<file path="config.mk">
export PLATFORM = sky130hd
export DESIGN_NAME = md5_stream_hasher_core
export DESIGN_NICKNAME = d
export VERILOG_FILES = /design/src/sv/md5sh_pkg.sv /design/src/sv/md5sh_block_buffer.sv /design/src/sv/md5sh_round_unit.sv /design/src/sv/md5_stream_hasher_core.sv
export SDC_FILE = /design/constraint.sdc
export NUM_CORES = 2
export LEC_CHECK = 0
export BUFFER_PORTS_ARGS = -buffer_cell sky130_fd_sc_hd__buf_2
export CAP_MARGIN = 30
export CORE_ASPECT_RATIO = 1.5
export CORE_MARGIN = 1.5
export CORE_UTILIZATION = 40
export DETAILED_ROUTE_END_ITERATION = 12
export GPL_TIMING_DRIVEN = 1
export SLEW_MARGIN = 15
export SYNTH_ARGS = -nofsm -noshare
export SYNTH_HDL_FRONTEND = slang
export SYNTH_SLANG_ARGS = --single-unit
</file>
<file path="constraint.sdc">
create_clock -name clock -period 9.54 [get_ports clock]
set_input_delay 0.954 -clock clock [delete_from_list [all_inputs] [get_ports clock]]
set_output_delay 0.954 -clock clock [all_outputs]
set_load 0.005 [all_outputs]
</file>
<file path="src/sv/md5sh_pkg.sv">
// ----------------------------------------------------------------------------
// md5sh_pkg
// Types, constants and small functions shared by the MD5 stream hasher.
// ----------------------------------------------------------------------------
package md5sh_pkg;

   typedef logic [3:0][31:0] word4_type;

   typedef enum logic [1:0] {
      BUF_IDLE,
      BUF_DATA,
      BUF_PAD,
      BUF_CLEAR
   } buf_op_type;

   // Write request for the message block buffer.
   typedef struct packed {
      buf_op_type  op;
      logic [5:0]  fill;
      logic [2:0]  cnt;
      logic [31:0] data;
      logic        len_en;
      logic [63:0] len_bits;
   } buf_ctrl_type;

   // Control of the shared round unit.
   typedef struct packed {
      logic       load;
      logic       run;
      logic       accum;
      logic       init;
      logic [5:0] rnd;
      logic [5:0] kw_rnd;
   } rnd_ctrl_type;

   localparam logic [5:0] LEN_POS = 6'd56;
   localparam logic [2:0] MAX_BYTES = 3'd4;

   localparam word4_type CHAIN_INIT = {
      32'h10325476, 32'h98BADCFE, 32'hEFCDAB89, 32'h67452301
   };

   localparam logic [31:0] K_TABLE [64] = '{
      32'hD76AA478, 32'hE8C7B756, 32'h242070DB, 32'hC1BDCEEE,
      32'hF57C0FAF, 32'h4787C62A, 32'hA8304613, 32'hFD469501,
      32'h698098D8, 32'h8B44F7AF, 32'hFFFF5BB1, 32'h895CD7BE,
      32'h6B901122, 32'hFD987193, 32'hA679438E, 32'h49B40821,
      32'hF61E2562, 32'hC040B340, 32'h265E5A51, 32'hE9B6C7AA,
      32'hD62F105D, 32'h02441453, 32'hD8A1E681, 32'hE7D3FBC8,
      32'h21E1CDE6, 32'hC33707D6, 32'hF4D50D87, 32'h455A14ED,
      32'hA9E3E905, 32'hFCEFA3F8, 32'h676F02D9, 32'h8D2A4C8A,
      32'hFFFA3942, 32'h8771F681, 32'h6D9D6122, 32'hFDE5380C,
      32'hA4BEEA44, 32'h4BDECFA9, 32'hF6BB4B60, 32'hBEBFBC70,
      32'h289B7EC6, 32'hEAA127FA, 32'hD4EF3085, 32'h04881D05,
      32'hD9D4D039, 32'hE6DB99E5, 32'h1FA27CF8, 32'hC4AC5665,
      32'hF4292244, 32'h432AFF97, 32'hAB9423A7, 32'hFC93A039,
      32'h655B59C3, 32'h8F0CCC92, 32'hFFEFF47D, 32'h85845DD1,
      32'h6FA87E4F, 32'hFE2CE6E0, 32'hA3014314, 32'h4E0811A1,
      32'hF7537E82, 32'hBD3AF235, 32'h2AD7D2BB, 32'hEB86D391
   };

   // Message word used by a round.
   function automatic logic [3:0] msg_index(input logic [5:0] rnd);
      logic [3:0] lo;
      logic [3:0] idx;
      lo = rnd[3:0];
      case (rnd[5:4])
         2'd0:    idx = lo;
         2'd1:    idx = (lo << 2) + lo + 4'd1;
         2'd2:    idx = (lo << 1) + lo + 4'd5;
         2'd3:    idx = (lo << 3) - lo;
         default: idx = lo;
      endcase
      return idx;
   endfunction

   // Left rotate amount of a round.
   function automatic logic [4:0] rot_amount(input logic [5:0] rnd);
      logic [4:0] amt;
      case ({rnd[5:4], rnd[1:0]})
         4'h0:    amt = 5'd7;
         4'h1:    amt = 5'd12;
         4'h2:    amt = 5'd17;
         4'h3:    amt = 5'd22;
         4'h4:    amt = 5'd5;
         4'h5:    amt = 5'd9;
         4'h6:    amt = 5'd14;
         4'h7:    amt = 5'd20;
         4'h8:    amt = 5'd4;
         4'h9:    amt = 5'd11;
         4'hA:    amt = 5'd16;
         4'hB:    amt = 5'd23;
         4'hC:    amt = 5'd6;
         4'hD:    amt = 5'd10;
         4'hE:    amt = 5'd15;
         4'hF:    amt = 5'd21;
         default: amt = 5'd0;
      endcase
      return amt;
   endfunction

   function automatic logic [31:0] rotl32(input logic [31:0] v, input logic [4:0] n);
      logic [63:0] dbl;
      dbl = {v, v} << n;
      return dbl[63:32];
   endfunction

endpackage

</file>
<file path="src/sv/md5sh_block_buffer.sv">
// ----------------------------------------------------------------------------
// md5sh_block_buffer
// Sixteen-word message block with byte-granular packing, padding and length.
// ----------------------------------------------------------------------------
module md5sh_block_buffer (
   input  logic                    clock,
   input  md5sh_pkg::buf_ctrl_type bctl,
   input  logic [3:0]              rd_idx,
   output logic [31:0]             rd_word
);
   import md5sh_pkg::*;

   logic [31:0] blk_ff [16];
   logic [31:0] blk_in [16];

   // Each byte lane decides on its own whether this cycle writes it.
   always_comb begin
      logic [5:0] pos;
      logic [5:0] off;
      logic [7:0] byte_val;
      logic       we;
      for (int w = 0; w < 16; w++) begin
         blk_in[w] = blk_ff[w];
         for (int b = 0; b < 4; b++) begin
            pos = 6'(w * 4 + b);
            off = pos - bctl.fill;
            we = 1'b0;
            byte_val = 8'h00;
            case (bctl.op)
               BUF_DATA: begin
                  we = off < {3'b000, bctl.cnt};
                  byte_val = bctl.data[{off[1:0], 3'b000} +: 8];
               end
               BUF_PAD: begin
                  we = pos >= bctl.fill;
                  byte_val = (pos == bctl.fill) ? 8'h80 : 8'h00;
               end
               BUF_CLEAR: begin
                  we = 1'b1;
               end
               default: begin
                  we = 1'b0;
               end
            endcase
            if ((bctl.op == BUF_PAD || bctl.op == BUF_CLEAR) && bctl.len_en &&
                pos >= LEN_POS) begin
               we = 1'b1;
               byte_val = bctl.len_bits[{pos[2:0], 3'b000} +: 8];
            end
            if (we) begin
               blk_in[w][b*8 +: 8] = byte_val;
            end
         end
      end
   end

   always_ff @(posedge clock) begin
      blk_ff <= blk_in;
   end

   assign rd_word = blk_ff[rd_idx];

endmodule

</file>
<file path="src/sv/md5sh_round_unit.sv">
// ----------------------------------------------------------------------------
// md5sh_round_unit
// Shared MD5 step datapath with working and chaining registers.
// ----------------------------------------------------------------------------
module md5sh_round_unit (
   input  logic                    clock,
   input  logic                    reset,
   input  md5sh_pkg::rnd_ctrl_type rctl,
   input  logic [31:0]             w_word,
   output md5sh_pkg::word4_type    chain
);
   import md5sh_pkg::*;

   word4_type   chain_ff, chain_in;
   word4_type   work_ff, work_in;
   logic [31:0] kw_ff, kw_in;

   logic [31:0] a, b, c, d, f, sum, newb;

   always_comb begin
      a = work_ff[0];
      b = work_ff[1];
      c = work_ff[2];
      d = work_ff[3];
      case (rctl.rnd[5:4])
         2'd0:    f = (b & c) | (~b & d);
         2'd1:    f = (b & d) | (c & ~d);
         2'd2:    f = b ^ c ^ d;
         2'd3:    f = c ^ (b | ~d);
         default: f = '0;
      endcase
      // The constant and message word were summed in the cycle before and registered in kw_ff.
      sum = a + f + kw_ff;
      newb = b + rotl32(sum, rot_amount(rctl.rnd));
   end

   always_comb begin
      work_in = work_ff;
      if (rctl.load) begin
         work_in = chain_ff;
      end else if (rctl.run) begin
         work_in = {c, b, newb, d};
      end
      chain_in = chain_ff;
      if (rctl.init) begin
         chain_in = CHAIN_INIT;
      end else if (rctl.accum) begin
         for (int i = 0; i < 4; i++) begin
            chain_in[i] = chain_ff[i] + work_ff[i];
         end
      end
      kw_in = K_TABLE[rctl.kw_rnd] + w_word;
   end

   always_ff @(posedge clock) begin
      if (reset) begin
         chain_ff <= CHAIN_INIT;
      end else begin
         chain_ff <= chain_in;
      end
   end

   always_ff @(posedge clock) begin
      work_ff <= work_in;
      kw_ff <= kw_in;
   end

   assign chain = chain_ff;

endmodule

</file>
<file path="src/sv/md5_stream_hasher_core.sv">
// ----------------------------------------------------------------------------
// md5_stream_hasher_core
// MD5 digest of a byte message delivered as little-endian 32-bit words.
// ----------------------------------------------------------------------------
// A word that does not complete a block keeps busy high only while it is packed.
// A word that completes a 64-byte block adds a compression (load, 64 steps, add)
// and a repack of its rest. A final word adds a padding step and a compression of
// the padded block, one more if the length spills into a clear block; four digest
// words then follow back to back. Busy blocks new words; results are never held off.
// Reset is synchronous; it restores the MD5 initial chain and clears all counts.
// ----------------------------------------------------------------------------
module md5_stream_hasher_core (
   input  logic        clock,
   input  logic        reset,
   input  logic        start,
   output logic        busy,
   input  logic [31:0] req_msg_word,
   input  logic [2:0]  req_byte_count,
   input  logic        req_final_word,
   output logic        rsp_strobe,
   output logic [31:0] rsp_digest_word,
   output logic [1:0]  rsp_word_index,
   output logic        rsp_last_result
);
   import md5sh_pkg::*;

   // The sequencer walks an item through packing, optional compression,
   // padding and the digest readout.  Compression always returns to the
   // state recorded in after_ff.
   typedef enum logic [2:0] {
      ST_IDLE,
      ST_ABSORB,
      ST_PAD,
      ST_CLEAR,
      ST_CMP_LOAD,
      ST_CMP_RUN,
      ST_CMP_ADD,
      ST_EMIT
   } state_type;

   state_type   state_ff, state_in;
   state_type   after_ff, after_in;
   logic [5:0]  rnd_ff, rnd_in;
   logic [1:0]  emit_idx_ff, emit_idx_in;
   logic [5:0]  fill_ff, fill_in;
   logic [60:0] total_ff, total_in;
   logic [31:0] pend_word_ff, pend_word_in;
   logic [2:0]  pend_cnt_ff, pend_cnt_in;
   logic        pend_fin_ff, pend_fin_in;
   logic        rsp_strobe_ff, rsp_strobe_in;
   logic [31:0] rsp_digest_word_ff, rsp_digest_word_in;
   logic [1:0]  rsp_word_index_ff, rsp_word_index_in;
   logic        rsp_last_result_ff, rsp_last_result_in;

   buf_ctrl_type bctl;
   rnd_ctrl_type rctl;
   word4_type    chain;
   logic [31:0]  w_word;
   logic [2:0]   req_cnt;
   logic [6:0]   room;
   logic [2:0]   take;
   logic [6:0]   fill_sum;

   // Byte counts above four are treated as four.
   assign req_cnt = (req_byte_count > MAX_BYTES) ? MAX_BYTES : req_byte_count;

   // A pending word is split where it would run past the end of the block:
   // the bytes that fit are written, the block is compressed, and the rest
   // is packed afterwards at the start of the next block.
   assign room = 7'd64 - {1'b0, fill_ff};
   assign take = ({4'b0000, pend_cnt_ff} < room) ? pend_cnt_ff : room[2:0];
   assign fill_sum = {1'b0, fill_ff} + {4'b0000, take};

   always_comb begin
      state_in = state_ff;
      after_in = after_ff;
      rnd_in = rnd_ff;
      emit_idx_in = emit_idx_ff;
      fill_in = fill_ff;
      total_in = total_ff;
      pend_word_in = pend_word_ff;
      pend_cnt_in = pend_cnt_ff;
      pend_fin_in = pend_fin_ff;
      rsp_strobe_in = 1'b0;
      rsp_digest_word_in = rsp_digest_word_ff;
      rsp_word_index_in = rsp_word_index_ff;
      rsp_last_result_in = rsp_last_result_ff;

      bctl.op = BUF_IDLE;
      bctl.fill = fill_ff;
      bctl.cnt = take;
      bctl.data = pend_word_ff;
      bctl.len_en = 1'b0;
      bctl.len_bits = {total_ff, 3'b000};

      rctl.load = 1'b0;
      rctl.run = 1'b0;
      rctl.accum = 1'b0;
      rctl.init = 1'b0;
      rctl.rnd = rnd_ff;
      rctl.kw_rnd = rnd_ff + 6'd1;

      case (state_ff)
         ST_IDLE: begin
            if (start) begin
               pend_word_in = req_msg_word;
               pend_cnt_in = req_cnt;
               pend_fin_in = req_final_word;
               total_in = total_ff + {58'd0, req_cnt};
               state_in = ST_ABSORB;
            end
         end
         ST_ABSORB: begin
            bctl.op = BUF_DATA;
            pend_word_in = pend_word_ff >> {take, 3'b000};
            pend_cnt_in = pend_cnt_ff - take;
            if (fill_sum[6]) begin
               fill_in = '0;
               after_in = ST_ABSORB;
               state_in = ST_CMP_LOAD;
            end else begin
               fill_in = fill_sum[5:0];
               state_in = pend_fin_ff ? ST_PAD : ST_IDLE;
            end
         end
         ST_PAD: begin
            // The length fits behind the 0x80 marker only when the marker
            // lands before byte 56; otherwise a second block carries it.
            bctl.op = BUF_PAD;
            bctl.len_en = fill_ff < LEN_POS;
            after_in = (fill_ff < LEN_POS) ? ST_EMIT : ST_CLEAR;
            state_in = ST_CMP_LOAD;
         end
         ST_CLEAR: begin
            bctl.op = BUF_CLEAR;
            bctl.len_en = 1'b1;
            after_in = ST_EMIT;
            state_in = ST_CMP_LOAD;
         end
         ST_CMP_LOAD: begin
            rctl.load = 1'b1;
            rctl.kw_rnd = '0;
            rnd_in = '0;
            state_in = ST_CMP_RUN;
         end
         ST_CMP_RUN: begin
            rctl.run = 1'b1;
            rnd_in = rnd_ff + 6'd1;
            if (rnd_ff == 6'd63) begin
               state_in = ST_CMP_ADD;
            end
         end
         ST_CMP_ADD: begin
            rctl.accum = 1'b1;
            emit_idx_in = '0;
            state_in = after_ff;
         end
         ST_EMIT: begin
            rsp_strobe_in = 1'b1;
            rsp_digest_word_in = chain[emit_idx_ff];
            rsp_word_index_in = emit_idx_ff;
            rsp_last_result_in = emit_idx_ff == 2'd3;
            emit_idx_in = emit_idx_ff + 2'd1;
            if (emit_idx_ff == 2'd3) begin
               // The last digest word is captured on this same edge, so the
               // chain can return to the initial values for the next message.
               rctl.init = 1'b1;
               fill_in = '0;
               total_in = '0;
               state_in = ST_IDLE;
            end
         end
         default: begin
            state_in = ST_IDLE;
         end
      endcase
   end

   always_ff @(posedge clock) begin
      if (reset) begin
         state_ff <= ST_IDLE;
         after_ff <= ST_IDLE;
         rnd_ff <= '0;
         emit_idx_ff <= '0;
         fill_ff <= '0;
         total_ff <= '0;
         pend_cnt_ff <= '0;
         pend_fin_ff <= 1'b0;
         rsp_strobe_ff <= 1'b0;
      end else begin
         state_ff <= state_in;
         after_ff <= after_in;
         rnd_ff <= rnd_in;
         emit_idx_ff <= emit_idx_in;
         fill_ff <= fill_in;
         total_ff <= total_in;
         pend_cnt_ff <= pend_cnt_in;
         pend_fin_ff <= pend_fin_in;
         rsp_strobe_ff <= rsp_strobe_in;
      end
      pend_word_ff <= pend_word_in;
      rsp_digest_word_ff <= rsp_digest_word_in;
      rsp_word_index_ff <= rsp_word_index_in;
      rsp_last_result_ff <= rsp_last_result_in;
   end

   // The buffer is read for the next round so the constant can be added early.
   md5sh_block_buffer u_block_buffer (
      .clock   (clock),
      .bctl    (bctl),
      .rd_idx  (msg_index(rctl.kw_rnd)),
      .rd_word (w_word)
   );

   md5sh_round_unit u_round_unit (
      .clock  (clock),
      .reset  (reset),
      .rctl   (rctl),
      .w_word (w_word),
      .chain  (chain)
   );

   assign busy = state_ff != ST_IDLE;
   assign rsp_strobe = rsp_strobe_ff;
   assign rsp_digest_word = rsp_digest_word_ff;
   assign rsp_word_index = rsp_word_index_ff;
   assign rsp_last_result = rsp_last_result_ff;

endmodule

</file>
==> results.md <==
- Post-synth top flop: edfxtp_1
- Fin. Hold Viols: 0
- Top cells by area, synth: edfxtp_1 (34%), nand2_1 (8.4%), dfxtp_1 (8.1%), ha_1 (6.5%), a21oi_1 (4.4%)
- Arr. time, crit path: 9.49 ns
- Sequential cell area: 26300 um2
- EDFF count, synth: 707
- Worst-skew pair later-pin latency: 0.76 ns
- ANT nets after route: 0
- R2R Setup Slk: 0.55 ns
- Worst path most repeated cell: a21oi_1
- Clk buf depth: 3
- Layout Cells excl Fill: 9045
- Vias in the first global route: 52600
- Dpl cells: 8843
- TritonCTS clock tree: yes
- Critical path origin: rnd_ff[5]
- First-pass GRT wire length: 332 mm
- Fillers: 15000
- VDD IR max: 0.147 mV
- Top Family by Delay on Critical Path: compound AO/OA/AOI/OAI gates
- P per Cell Area: 182 nW/um2
- Power Total: 12.5 mW
- H-tree depth: 3
- Synth-to-Final Area Change: 11.3%
- Row Count: 176
- Crit-path slowest cell: a21boi_0
- Status: completed
- Post-Synth Simple-Gate Area: 18.6%
- Vias: 53200
- Slew margin rel.: 18.5%
- Max Slew Vio Count: 0
- HP Class: in -> reg
- Area post-placement: 65500 um2
- Clock slew at reported path FFs: 0.06 ns
- Synthesized netlist cell count: 6889
- Detail-routed via count per cell: 5.89
- Num ports: 76
- CP Data Required Time: 10.04 ns
- Reg2reg end: u_round_unit.b[28]
- Slew @ Worst Pin: 1.22 ns
- Max frequency: 111 MHz
- CTS sink cnt: 958
- Synthesized area per cell: 9.00 um2
- Final Skew: 0.0347 ns
- Largest net degree at the start of global routing: 131
- Register area share after synthesis: 42.3%
- RR Startpoint: rnd_ff[5]
- Max-capacitance violation count: 0
- Starting DRT DRC Count: 4128
- Post-synthesis xor/xnor area fraction: 4.74%
- Mapped Nets: 7291
- Routed WL: 224 mm
- Die area: 157000 um2
- Final setup vio count: 0
- Synth Register Bits: 958
- WP depth: 33
- Synth Area in Adders: 7.84%
- Crit. End Element: flip-flop
- Critical path launch point type: flip-flop
- Synthesized area: 62000 um2
- CP Capture Point: u_round_unit.b[28]
- GRT Overall Usage: 27.7%
- Grt ovf: 0
- GPL Wtd Cong: 0.972
- Initial antenna violation count: 7
- Worst hold path cell count: 3
- Setup Buffers After CTS: 0
- Die Span Y: 485 um
- Die span in x: 325 um
- CP peak stage delay: 0.60 ns
- Yosys warning count: 0
- CTS resizes: 0
- FFs w/ async S/R, synth: 0%
- WL/cell: 24.8 um
- Core region area: 154000 um2
- Remaining DRCs: 0
- Count leader, synth: nand2_1
- Total Neg Setup Slack: 0 ns
- Layout cells sized above 1: 9.41%
- Pleak: 27.0 nW
- Share of the synthesized area in the top cell type: 34.2%
- Fin crit period: 8.99 ns
- Final instance area: 69100 um2
- Crit path max fanout: 62
- PortBufs: 75
- Layout Nets: 7311
- Drt pass-1 iters: 6
- Multiplexer share of the synthesized area: 4.86%
- Post-layout util: 44.9%
- Final worst-path cycle share: 94.2%
- Largest family of logic cells by synthesized area: simple AND/OR/NAND/NOR gates
- Leading area contributor after synthesis: edfxtp_1
- Hold-fix buffers, CTS: 0
- Netlist cell types: 90
- Synth Area in Compound Gates: 17.6%
- Root Driver: clkbuf_16
- Post-DP HPWL: 165 mm
- Top cells by count, synth: nand2_1 (1396), edfxtp_1 (707), a21oi_1 (540)
- Initial Util: 40.4%
- RSZ-0062 raised after global routing: false
- Worst Path Buf+Inv: 2
- Critical path class: reg -> reg
- TritonCTS buffer count: 98
- Worst reg2reg path depth: 33
- Area of the multi-input gates: 33500 um2
registers in the layout (all words and copies together), names as in the netlist, 2 cells and up, named ones only:
name                   count
rsp_digest_word           32
u_round_unit.b            32
u_round_unit.kw_ff        32
rsp_word_index             2
pend_word_ff              32
u_round_unit.c            32
pend_cnt_ff                3
u_block_buffer.blk_ff    512
fill_ff                    6
rnd_ff                     6
state_ff                   3
after_ff                   3
emit_idx_ff                2
u_round_unit.d            32
total_ff                  61
u_round_unit.chain       128
u_round_unit.a            32
layout by cell type, fill, tap and decap left out, types with 43 or more instances in the layout:
| cell type | count |
|---|---|
| nor2_1 | 485 |
| ha_1 | 319 |
| inv_1 | 233 |
| a21oi_1 | 539 |
| mux2i_1 | 108 |
| mux4_2 | 70 |
| buf_2 | 79 |
| nand2_1 | 1391 |
| dfxtp_1 | 246 |
| xor2_1 | 113 |
| and3_1 | 103 |
| nor2b_1 | 72 |
| a21o_1 | 112 |
| a221oi_1 | 45 |
| buf_4 | 239 |
| a211oi_1 | 65 |
| o21ai_0 | 351 |
| nor3_1 | 73 |
| fa_1 | 43 |
| edfxtp_1 | 707 |
| xnor2_1 | 217 |
| nand3_1 | 282 |
| a311oi_1 | 106 |
| o21a_1 | 58 |
| nand2b_1 | 90 |
| a31oi_1 | 85 |
| o211ai_1 | 71 |
| clkbuf_16 | 101 |
worst min-delay path, cell delays in order:
cell	delay [ns]
buf_2	0.10
nand2_1	0.04
a21oi_1	0.05
report_power, final:
part / leakage [nW] / switching [mW] / internal [mW]
registers: 8.80 / 0.0813 / 4.66
clock network: 1.65 / 1.77 / 2.29
logic: 16.6 / 2.30 / 1.45
total: 27.0 / 4.15 / 8.40
how the worst min path moves through the flow:
| stage | start | to | slack [ns] |
|---|---|---|---|
| global placement | after_ff[0] | after_ff[0] | 0.44 |
| CTS | req_final_word | pend_fin_ff | 0.39 |
| detailed placement | after_ff[0] | after_ff[0] | 0.45 |
| finish | req_final_word | pend_fin_ff | 0.44 |
| floorplan | after_ff[0] | after_ff[0] | 0.43 |
| global route | req_final_word | pend_fin_ff | 0.44 |
per-layer routing:
metal | vias to the layer above | GRT usage [%] | share of wire [%]
met5 | - | 0 | 0.012
met4 | 4 | 20.4 | 8.2
met3 | 633 | 3.39 | 5.0
met2 | 1923 | 50.0 | 51
met1 | 25800 | 29.7 | 36
li1 | 24800 | - | -
cell families (layout without fill, tap and decap cells):
logic type,count (synthesis),after routing
AO/OA/AOI/OAI,1711,1711
buffers and inverters,653,759
flip-flops,958,958
XOR/XNOR,334,334
AND/OR/NAND/NOR,2661,2661
other,0,3
multiplexers,209,209
adder cells (fa/ha/maj),363,363
area by class of cell:
class	instances	area share (%)
antenna	3	0.0109
clock buffer	139	4.07
clock inverter	47	0.817
inverter	243	1.33
multi-input combinational	5278	48.5
sequential	958	38.0
tap	2047	3.71
timing repair buffer	330	3.52
per-stage QoR:
stage	hold WS [ns]	setup WS [ns]
CTS	0.392	0.605
finish	0.439	0.552
global placement	0.438	0.724
global route	0.444	0.137
floorplan	0.426	0.788
detailed placement	0.449	0.611
No activity file was read; power rests on OpenSTA's default activity.
